`config.mk`:
```
export PLATFORM = sky130hd
export DESIGN_NAME = ttcs_ctrl
export DESIGN_NICKNAME = d
export VERILOG_FILES = /design/src/design/ttcs_pkg.sv /design/src/design/ttcs_ctrl.sv
export SDC_FILE = /design/constraint.sdc
export NUM_CORES = 1
export LEC_CHECK = 0
export ABC_AREA = 1
export BUFFER_PORTS_ARGS = -buffer_cell sky130_fd_sc_hd__buf_4
export CAP_MARGIN = 20
export CORE_AREA = 8 8 45 47
export CTS_CLUSTER_DIAMETER = 50
export DETAILED_ROUTE_END_ITERATION = 10
export DIE_AREA = 0 0 53 55
export GPL_ROUTABILITY_DRIVEN = 0
export SETUP_SLACK_MARGIN = 0.4
export SLEW_MARGIN = 25
export SYNTH_ARGS = -nofsm -noshare
export SYNTH_HDL_FRONTEND = slang
export SYNTH_SLANG_ARGS = --single-unit
```
`constraint.sdc`:
```
create_clock -name clk -period 1.2 [get_ports clk]
set_input_delay 0.24 -clock clk [delete_from_list [all_inputs] [get_ports clk]]
set_output_delay 0.24 -clock clk [all_outputs]
set_load 0.05 [all_outputs]
```
`src/design/ttcs_pkg.sv`:
```
// Shared types and constants for the text terminal with cursor and scroll.
// Used by ttcs_ctrl, ttcs_datapath and text_terminal_cursor_scroll.
package ttcs_pkg;

  localparam int COLUMNS    = 80;
  localparam int ROWS       = 25;
  localparam int CELL_COUNT = COLUMNS * ROWS;

  localparam int ADDR_W = $clog2(CELL_COUNT);
  localparam int ROW_W  = $clog2(ROWS);
  localparam int COL_W  = $clog2(COLUMNS);
  localparam int IDX_W  = 11;
  localparam int SUM_W  = ((ADDR_W > IDX_W) ? ADDR_W : IDX_W) + 1;

  localparam logic       CMD_PUT      = 1'b0;
  localparam logic       CMD_READ     = 1'b1;
  localparam logic [7:0] NEWLINE_CODE = 8'h0A;
  localparam logic [15:0] RESET_BLANK  = 16'h0120;
  localparam logic [15:0] SCROLL_BLANK = 16'h0220;
  localparam logic [7:0] ATTR_RESET   = 8'h01;

  typedef struct packed {
    logic             command;
    logic [7:0]       char_code;
    logic [IDX_W-1:0] cell_index;
  } in_item_t;

  typedef struct packed {
    logic [15:0] cell_data;
    logic [4:0]  cursor_row;
    logic [6:0]  cursor_col;
    logic        scrolled;
  } out_item_t;

  typedef struct packed {
    logic init_step;
    logic take_item;
    logic scroll_step;
    logic load_result;
  } ctl_cmd_t;

  typedef struct packed {
    logic init_last;
    logic scroll_last;
    logic item_scrolls;
    logic result_free;
  } dp_status_t;

endpackage

```
`src/design/ttcs_ctrl.sv`:
```
// Sequencer for the text terminal: clearing pass, item accept, row clear on
// scroll and result hand-off. Depends on ttcs_pkg.
module ttcs_ctrl (
  input  logic                  clk,
  input  logic                  rst,
  input  logic                  cmd_valid,
  output logic                  cmd_stall,
  input  ttcs_pkg::dp_status_t  status,
  output ttcs_pkg::ctl_cmd_t    ctl
);

  localparam logic [1:0] S_INIT   = 2'd0;
  localparam logic [1:0] S_IDLE   = 2'd1;
  localparam logic [1:0] S_SCROLL = 2'd2;
  localparam logic [1:0] S_RESP   = 2'd3;

  logic [1:0] state;
  logic [1:0] state_next;

  always_ff @(posedge clk) begin
    if (rst) begin
      state <= S_INIT;
    end else begin
      state <= state_next;
    end
  end

  always_comb begin
    state_next = state;
    ctl        = '0;
    case (state)
      S_INIT: begin
        ctl.init_step = 1'b1;
        if (status.init_last) state_next = S_IDLE;
      end
      S_IDLE: begin
        if (cmd_valid) begin
          ctl.take_item = 1'b1;
          state_next    = status.item_scrolls ? S_SCROLL : S_RESP;
        end
      end
      S_SCROLL: begin
        ctl.scroll_step = 1'b1;
        if (status.scroll_last) state_next = S_RESP;
      end
      S_RESP: begin
        // hold until the result register can take the beat
        if (status.result_free) begin
          ctl.load_result = 1'b1;
          state_next      = S_IDLE;
        end
      end
      default: state_next = S_INIT;
    endcase
  end

  assign cmd_stall = (state != S_IDLE);

endmodule

```
Word level (Yosys, flattened, before mapping)

Index checks and enable logic that the tools add are counted.

Register bits: 2
Input port bits: 7
Output and inout bits: 5
Word-level logic and storage cells: 23

Eq/ne operators: 8
Multiplexer cells: 12
Reductions and logical operators: 2

Operators by type and width:

| operator             | number |
|---|---|
| $mux W2              | 4 |
| $ne A2 B2 Y1 const B | 4 |
| $pmux W2 S4          | 1 |
| $mux W1              | 7 |
| $eq A2 B2 Y1 const B | 2 |
| $reduce_and A4 Y1    | 1 |
| $eq A2 B1 Y1 const B | 1 |
| $logic_not A2 Y1     | 1 |
| $ne A2 B1 Y1 const B | 1 |

Longest topological paths before layout

Depth in word-level cells: 3
Gate-level depth with buffers: 8
Mapped depth without buffers: 8

Least setup slack after synthesis

No wires, ideal clock.

Kind: reg2reg
Start point: register state[0]
End point: register state[1]
Library setup time: 0.113 ns
Arrival time: 1.286 ns
Required time: 1.087 ns
Path slack: -0.198 ns
Cell stages (with the launch flop): 9
Buffers on the path: 0
Period minus slack after synthesis: 1.398 ns
Cells stage by stage: dfxtp_1 inv_1 ha_1 nand2_1 nand2_2 nor2_4 nand2_1 nand2_1 nor2_1

Longest elaborated chain between the ends: 3
Elaborated cells on any way between the ends: 10
Those cells by class: 7 x eq/ne; 1 x mux; 2 x reduce/logical

Ends and longest elaborated chain:

| what                                 | RTL line        | text |
|---|---|---|
| start: declaration                   | ttcs_ctrl.sv:17 | `logic [1:0] state;` |
| start signal: assignment             | ttcs_ctrl.sv:24 | `state <= state_next;` |
| $eq A2 B2 Y1 (tied with other cells) | ttcs_ctrl.sv:31 | `case (state)` |
| $ne A2 B2 Y1 (no line)               | --              |  |
| $reduce_and A4 Y1 (no line)          | --              |  |

Several ways; a longest one is shown, not always the timed one.
A chain may end at the register's enable or synchronous reset.

==> results.sh <==
export IMPL_grtUsageTotal_pct=4.97
export IMPL_yosysMostFrequentCell="inv_1"
export IMPL_synth_top_area_share_pct=26.3
export IMPL_reg2reg_depth=8
export IMPL_min_delay_start="rst"
export IMPL_crit_arrival_ns=1.10
export IMPL_fp_dieH_um=55
export IMPL_via_per_inst=3.58
export IMPL_cts_sinks=2
export IMPL_finalPower_w=0.00112
export IMPL_finalSetupTns_ns=-0.472
export IMPL_min_path_cells=4
export IMPL_required_ns=0.96
export IMPL_ctsHoldBuffers=0
export IMPL_fp_dieW_um=53
export IMPL_drt_antenna_violating_nets=0
export IMPL_cts_buffer_depth=2
export IMPL_drt_wl_total_um=559
export IMPL_rr_startpoint="state[1]"
export IMPL_drive_gt1_share_pct=58.2
export IMPL_cap_viol_max_count=0
export IMPL_synth_area_per_cell_sq_um=6.10
export IMPL_vias=254
export IMPL_postSynthCellCount=39
export IMPL_fill_cells=160
export IMPL_grt_overflow=0
export IMPL_cpMaxStageDelayCell="dfxtp_4"
export IMPL_largest_register="state"
export IMPL_synthFlopType="dfxtp_1"
export IMPL_initial_utilization_pct=17.2
export IMPL_grt_pass1_wl_um=938
export IMPL_diodes=0
export IMPL_register_area_sq_um=45.0
export IMPL_whs_ns=0.237
export IMPL_setup_viol=5
export IMPL_crit_type="flip-flop to output port"
export IMPL_core_area_sq_mm=0.00138
export IMPL_multi_input_area_sq_um=203
export IMPL_slew_headroom_pct=90.2
export IMPL_ys_types=7
export IMPL_fin_crit_sh_pct=111
export IMPL_yosysTopAreaCell="ha_1"
export IMPL_first_iter_violations=0
export IMPL_num_io_pins=12
export IMPL_clockRootBuffer="clkbuf_4"
export IMPL_largest_reg_flops=2
export IMPL_path_clk_slew_ns=0.04
export IMPL_synth_edff_count=0
export IMPL_violations="setup timing"
export IMPL_cp_num_buf_inv=3
export IMPL_netlist_area_sq_um=238
export IMPL_cts_tree="yes"
export IMPL_min_period_ns=1.34
export IMPL_yosys_warnings=0
export IMPL_syn2layout_area_growth_pct=94.2
export IMPL_synthTopCellsByCount="12 x inv_1, 10 x nand2_1, 6 x nor2_1, 5 x ha_1, 3 x nand2_2"
export IMPL_syn_nets=51
export IMPL_hold_class="primary input to flip-flop"
export IMPL_place_detailed_hpwl_um=472
export IMPL_slowest_delay_ns=0.36
export IMPL_finClkSkew_ns=0.0134
export IMPL_wl_per_cell_um=7.87
export IMPL_yosysSeqAreaShare_pct=16.8
export IMPL_drtPass1Iterations=1
export IMPL_clock_latency_ns=0.23
export IMPL_async_flop_share_pct=0
export IMPL_power_leakage_nw=0.229
export IMPL_tightestPinTransition_ns=0.148
export IMPL_slew_viol_final=0
export IMPL_hold_violations=0
export IMPL_outcome="complete, but fails checks"
export IMPL_r2r_end="state[0]"
export IMPL_timing_fmax_ghz=0.749
export IMPL_die_area_sq_mm=0.00292
export IMPL_startpoint_type="flip-flop"
export IMPL_synth_seq_cells=2
export IMPL_port_buffers=11
export IMPL_ir_drop_mv=0.803
export IMPL_dpl_cell_area_sq_um=399
export IMPL_cp_end_kind="output port"
export IMPL_crit_family="flip-flops"
export IMPL_drc_errors=0
export IMPL_worst_slack_ns=-0.135
export IMPL_fin_nets=68
export IMPL_ff2ff_setup_slack_ns=0.03
export IMPL_min_to="state[1]"
export IMPL_fin_area_sq_um=462
export IMPL_synth_area_top_cells="ha_1 26%, inv_1 19%, dfxtp_1 17%"
export IMPL_postLayoutCoreUtil_pct=33.4
export IMPL_grt_pass1_vias=249
export IMPL_crit_cells=5
export IMPL_grt_max_degree=5
export IMPL_crit_chain="inv_4, ha_4, nand2_4, clkinvlp_4, buf_8"
export IMPL_htree_levels=1
export IMPL_rsz0062_at_grt="yes"
export IMPL_p_per_area_mw_per_mm2=2430
export IMPL_reg_top3="state (2)"
export IMPL_crit_fanout=3
export IMPL_grt_antenna_before_repair=0
export IMPL_cts_buffers=3
export IMPL_rows=14
## per-stage QoR
step                std cells  setup WS (ns)
CTS                        71         -0.145
finish                     71         -0.135
global placement           66         0.0262
floorplan                  39        -0.0261
detailed placement         66         0.0147
global route               71         -0.191
## worst max path at each step
stage	endpoint	from	slack (ns)
floorplan	state[0]	state[1]	-0.03
global placement	ctl[2]	state[1]	0.03
detailed placement	ctl[2]	state[1]	0.01
CTS	ctl[2]	state[1]	-0.15
global route	ctl[2]	state[1]	-0.19
finish	ctl[2]	state[1]	-0.14
## per-layer routing
layer	up-vias	global-route usage, %	part of all wire [%]
met1	106	3.33	32
met2	7	7.62	54
met4	0	6.47	1.6
met5	-	0	0
met3	2	4.01	12
li1	139	-	-
## power by group
part	switching, W	internal, W	leakage [nW]
logic	0.000486	0.000319	0.197
registers	0.0000405	0.000106	0.0175
clock network	0.0000470	0.000124	0.0150
## cells by family after synthesis
group                      count (synthesis)  synth area share (%)
buffers and inverters                     12                  18.9
adders and majority gates                  5                  26.3
DFF                                        2                  16.8
and+or+nand+nor                           20                  37.9
## tightest hold or removal path, delay by kind of cell
| kind | cells | cell delay, ns |
|---|---|---|
| buffers and inverters | 2 | 0.11 |
| AND/OR/NAND/NOR | 2 | 0.09 |
## cells in the final DEF, fill, tap and decap left out
master,synthesis,routed
buf_4,0,8
buf_6,0,3
buf_8,0,1
clkbuf_1,0,1
clkbuf_4,0,3
clkinvlp_4,0,3
dfxtp_2,0,1
dfxtp_4,0,1
ha_1,5,1
ha_2,0,1
ha_4,0,3
inv_1,12,7
inv_2,0,1
inv_4,0,1
nand2_1,10,8
nand2_2,3,4
nand2_4,0,1
nor2_1,6,6
nor2_4,1,1
## final cells by class
type	count	share of cell area, %
clock buffers	4	5.69
inverters	12	12.7
multi-input cells	25	43.9
flip-flops and latches	2	9.76
well taps	16	4.34
repair buffers	12	23.6
## repair_timing
item                                    4_1_cts  5_1_grt
pin swaps                                     1        0
setup buffers                                 1        0
endpoints found under the setup margin        7        7
gates resized for setup                       8        0
Note: power is estimated with default switching activity, not from simulation.
